==> src/design/lrbp_pkg.sv <==
// Shared constants, types and tables for the LED ring bearing pointer.
// No dependencies; every other design file but lrbp_req_if and lrbp_delay imports this package.
package lrbp_pkg;

   localparam int LED_COUNT         = 8;
   localparam int DUTY_BITS_DEFAULT = 13;
   localparam int CORDIC_STEPS      = 24;
   localparam int FULL_HUND         = 36000;

   // Pipeline latencies of the units, in cycles
   localparam int BAM_LAT  = 4;
   localparam int SC_LAT   = CORDIC_STEPS + 2;
   localparam int AT_LAT   = CORDIC_STEPS + 1;
   localparam int PROD_LAT = 3;
   localparam int DUTY_LAT = 4 + SC_LAT + 1;

   // 1e-7 degree to binary angle: v * 2^22 / 3515625, done as
   // floor(|v| * ceil(2^76 / 3515625) / 2^54), exact for |v| < 2^32
   localparam int          BAM_SHIFT = 54;
   localparam logic [54:0] BAM_RECIP =
      55'(((128'd1 << (BAM_SHIFT + 22)) + 128'd3515624) / 128'd3515625);
   localparam logic signed [32:0] KGAIN = 33'sd652032874;

   typedef logic [31:0]        bam_type;
   typedef logic signed [32:0] trig_type;
   typedef logic [15:0]        hund_type;

   function automatic hund_type led_hund(input int k);
      return hund_type'((k * FULL_HUND) / LED_COUNT);
   endfunction

   function automatic bam_type atan_bam(input logic [4:0] idx);
      bam_type r;
      unique case (idx)
         5'd0:    r = 32'h20000000;
         5'd1:    r = 32'h12E4051D;
         5'd2:    r = 32'h09FB385B;
         5'd3:    r = 32'h051111D4;
         5'd4:    r = 32'h028B0D43;
         5'd5:    r = 32'h0145D7E1;
         5'd6:    r = 32'h00A2F61E;
         5'd7:    r = 32'h00517C55;
         5'd8:    r = 32'h0028BE53;
         5'd9:    r = 32'h00145F2E;
         5'd10:   r = 32'h000A2F98;
         5'd11:   r = 32'h000517CC;
         5'd12:   r = 32'h00028BE6;
         5'd13:   r = 32'h000145F3;
         5'd14:   r = 32'h0000A2F9;
         5'd15:   r = 32'h0000517C;
         5'd16:   r = 32'h000028BE;
         5'd17:   r = 32'h0000145F;
         5'd18:   r = 32'h00000A2F;
         5'd19:   r = 32'h00000517;
         5'd20:   r = 32'h0000028B;
         5'd21:   r = 32'h00000145;
         5'd22:   r = 32'h000000A2;
         5'd23:   r = 32'h00000051;
         default: r = '0;
      endcase
      return r;
   endfunction

endpackage

==> src/design/lrbp_bam_conv.sv <==
// Coordinate to binary angle: magnitude times a scaled reciprocal of the
// divisor, two partial products, four stages. Depends on lrbp_pkg.
module lrbp_bam_conv import lrbp_pkg::*; (
   input  logic               clock,
   input  logic               en,
   input  logic signed [33:0] v,
   output bam_type            bam
);
   logic [31:0] mag_in;
   logic [31:0] mag_ff;
   logic        sg1_ff, sg2_ff, sg3_ff;
   logic [59:0] plo_ff;
   logic [57:0] phi_ff;
   logic [85:0] sum_ff;
   bam_type     bam_ff;

   assign mag_in = v[33] ? 32'(~v + 34'd1) : v[31:0];

   always_ff @(posedge clock) begin
      if (en) begin
         mag_ff <= mag_in;
         sg1_ff <= v[33];
         plo_ff <= 60'(mag_ff) * 60'(BAM_RECIP[27:0]);
         phi_ff <= 58'(mag_ff) * 58'(BAM_RECIP[54:28]);
         sg2_ff <= sg1_ff;
         sum_ff <= {phi_ff, 28'b0} + 86'(plo_ff);
         sg3_ff <= sg2_ff;
         // truncate toward zero, then wrap to one turn
         bam_ff <= sg3_ff ? (~sum_ff[85:BAM_SHIFT] + 32'd1) : sum_ff[85:BAM_SHIFT];
      end
   end

   assign bam = bam_ff;
endmodule

==> config.mk <==
export PLATFORM = sky130hd
export DESIGN_NAME = lrbp_bam_conv
export DESIGN_NICKNAME = d
export VERILOG_FILES = /design/src/design/lrbp_pkg.sv /design/src/design/lrbp_bam_conv.sv
export SDC_FILE = /design/constraint.sdc
export NUM_CORES = 2
export LEC_CHECK = 0
export BUFFER_PORTS_ARGS = -buffer_cell sky130_fd_sc_hd__buf_4
export CORE_UTILIZATION = 48
export CTS_CLUSTER_SIZE = 14
export DETAILED_ROUTE_END_ITERATION = 6
export GPL_ROUTABILITY_DRIVEN = 0
export PLACE_DENSITY = 0.66
export SETUP_SLACK_MARGIN = 0.02
export SYNTH_ARGS = -nofsm -noshare
export SYNTH_HDL_FRONTEND = slang
export SYNTH_SLANG_ARGS = --single-unit
==> constraint.sdc <==
create_clock -name clock -period 7.3 [get_ports clock]
set_input_delay 0.365 -clock clock [delete_from_list [all_inputs] [get_ports clock]]
set_output_delay 0.365 -clock clock [all_outputs]
set_load 0.1 [all_outputs]
==> metrics.yaml <==
status: "completed"
maxSlewViolCount: 0
synth-seq-cells: 188
yosysWarnings: 0
tns_ns: 0
vias: 24560
synth_ff_type: "edfxtp_1"
most-common-layout-cells: "inv_1 (1024), ha_1 (652), fa_1 (563)"
drive_above_1_share_pct: 11.62
ys_seq_area_share_pct: 15.69
die-area_mm2: 0.07604
synth_area_per_cell_um2: 10.30
core_mm2: 0.07432
grt_antenna_before_repair: 1
synthArstFlopShare_pct: 0
wirelength_um: 93140
worstSetupEndpointType: "flip-flop"
n_antenna_cell: 0
fin_worst_skew_ns: 0.01742
synthCells: 3493
path_clk_slew_ns: 0.08
max_stage_delay_ns: 0.53
post_dp_cell_area_mm2: 0.03899
cts_buffer_depth: 2
startpoint_type: "flip-flop"
path_buf_inv: 8
cts_tree: "yes"
gr-total-overflow: 0
cts.hold.buffers_added: 0
clock-root-buffer: "clkbuf_16"
critical_path_required_ns: 7.54
layout_commonest_cell: "inv_1"
viasPerCell: 5.166
wire_per_inst_um: 19.59
initial_utilization_pct: 48.40
hold_path.class: "input pin to flip-flop"
tightest_slew_ns: 0.9467
synth_cell_types: 67
path_delay_family: "adder cells"
crit_path_frequent_cell: "fa_1"
cts-buffers-inserted: 17
drt_first_pass_iters: 5
synthesis.area_mm2: 0.03597
hold_viol_final: 0
synth_edf_count: 188
final_cell_area_mm2: 0.04035
drt_iter0_drc: 1536
grt_start_max_net_pins: 115
io_pins: 68
maxCapViolCount: 0
fmax_ghz: 0.1388
setup_viol: 0
cp.arrival_ns: 7.45
place.port_buffers: 66
core.rowCount: 100
grt_usage_pct: 25.14
ant_nets: 0
crit_type: "flip-flop to flip-flop"
cts.htree.levels: 4
nFillCells: 6570
syn-num-nets: 4765
rsz0062_at_grt: "yes"
die_h_um: 275.8
cts_sinks: 188
cpMaxStageDelayCell: "fa_1"
layout_min_cycle_time_ns: 7.207
syn_to_final_growth_pct: 12.16
clock_latency_ns: 0.48
slew_headroom_pct: 36.89
fin_crit_sh_pct: 98.73
grt_pass1_wl_um: 141600
grt_pass1_vias: 25090
dieWidth_um: 275.8
drc: 0
cp_max_fo: 5
dpl.hpwl_um: 82650
nets: 5045
## flip-flops by register name (all words and copies together) (netlist names)
name,cells
sg2_ff,1
sg3_ff,1
mag_ff,32
sg1_ff,1
bam,32
plo_ff,31
phi_ff,58
sum_ff,32
## cells by family after synthesis
| family | after synthesis | synth area share, % |
|---|---|---|
| XOR/XNOR | 220 | 5.357 |
| AND/OR/NAND/NOR | 386 | 5.517 |
| flip-flops | 188 | 15.69 |
| adder cells (fa/ha/maj) | 1236 | 54.99 |
| AO/OA/AOI/OAI | 395 | 7.270 |
| buffers and inverters | 1068 | 11.17 |
## area by class of cell
cell class / count / area (um2) / area share (%)
clock buffer: 17 / 425.4 / 1.054
clock inverter: 15 / 206.4 / 0.5117
inverter: 1036 / 3889 / 9.638
multi-input combinational: 2237 / 26700 / 66.17
sequential: 188 / 5645 / 13.99
tap: 969 / 1212 / 3.005
timing repair buffer: 293 / 2272 / 5.632
## through the flow
| step | cells | hold WS, ns | setup slack, ns | util (%) |
|---|---|---|---|---|
| final | 4755 | 0.08038 | 0.09293 | 54.29 |
| after global routing | 4755 | 0.05829 | -0.1257 | 54.29 |
| after CTS | 4723 | 0.04036 | 0.02304 | 53.51 |
| after detailed placement | 4684 | 0.4117 | -0.1870 | 52.46 |
| after global placement | 4684 | 0.4022 | -0.1511 | 52.46 |
| after floorplan | 3493 | 0.4003 | 0.1176 | - |
## synth_stat cells, drive strengths merged (4+ instances only)
master	n	share of area, %
a31o	4	0.097
nand4	32	0.56
inv	1036	11
o211ai	10	0.21
buf	7	0.097
nor4	9	0.17
and3	17	0.31
a21o	69	1.4
o41ai	14	0.38
a31oi	12	0.21
or3	7	0.12
nand2	114	1.2
nor2	63	0.66
o21ai	74	1.0
o21a	13	0.27
and4	4	0.097
a211o	5	0.12
nor2b	16	0.28
nor3	9	0.13
edfxtp	188	16
or4	9	0.19
nand2b	24	0.42
xnor2	142	3.5
o21bai	17	0.35
a211oi	12	0.28
or2	25	0.43
clkbuf	25	0.26
xor2	78	1.9
fa	575	32
ha	661	23
nand3	25	0.35
a21oi	116	1.6
and2	22	0.38
o31ai	21	0.45
## routing by layer
metal	vias up	part of all wire (%)	track usage (%)
li1	11600	-	-
met1	12100	43	33.62
met2	696	47	40.73
met3	163	6.6	4.863
met4	2	3.6	8.820
met5	-	0.014	0
## path summary, 6_finish.rpt
| kind | start | to | slack, ns | cells past startpoint |
|---|---|---|---|---|
| worst max-delay path | mag_ff[23] | phi_ff[56] | 0.09 | 25 |
| worst min-delay path | v[0] | mag_ff[0] | 0.08 | 1 |
| worst max register to register | mag_ff[23] | phi_ff[56] | 0.09 | 25 |
| worst min register to register | sg2_ff | sg3_ff | 0.42 | 0 |
## worst reg2reg max path, cell delays in order, from the launching register on
cell and delay [ns]:
edfxtp_1 0.52, inv_2 0.13, fa_2 0.48, buf_6 0.15
fa_1 0.50, inv_1 0.06, fa_1 0.53, inv_1 0.05
fa_1 0.50, inv_1 0.05, fa_1 0.45, fa_1 0.49
inv_1 0.05, fa_1 0.48, inv_1 0.07, ha_4 0.27
nand4_1 0.18, or3_4 0.45, a211oi_4 0.35, nor3_4 0.07
o41ai_2 0.23, buf_4 0.18, a41oi_4 0.13, o31a_1 0.36
o21ai_2 0.15, xor2_1 0.08
## what timing repair did
action	CTS	global route
pin swaps	9	70
gates resized for setup	18	80
setup buffers	7	33
endpoints found under the setup margin	10	28
Power is not shown: default switching activity piles up to over one toggle a cycle in this logic, so the estimate is an artifact.
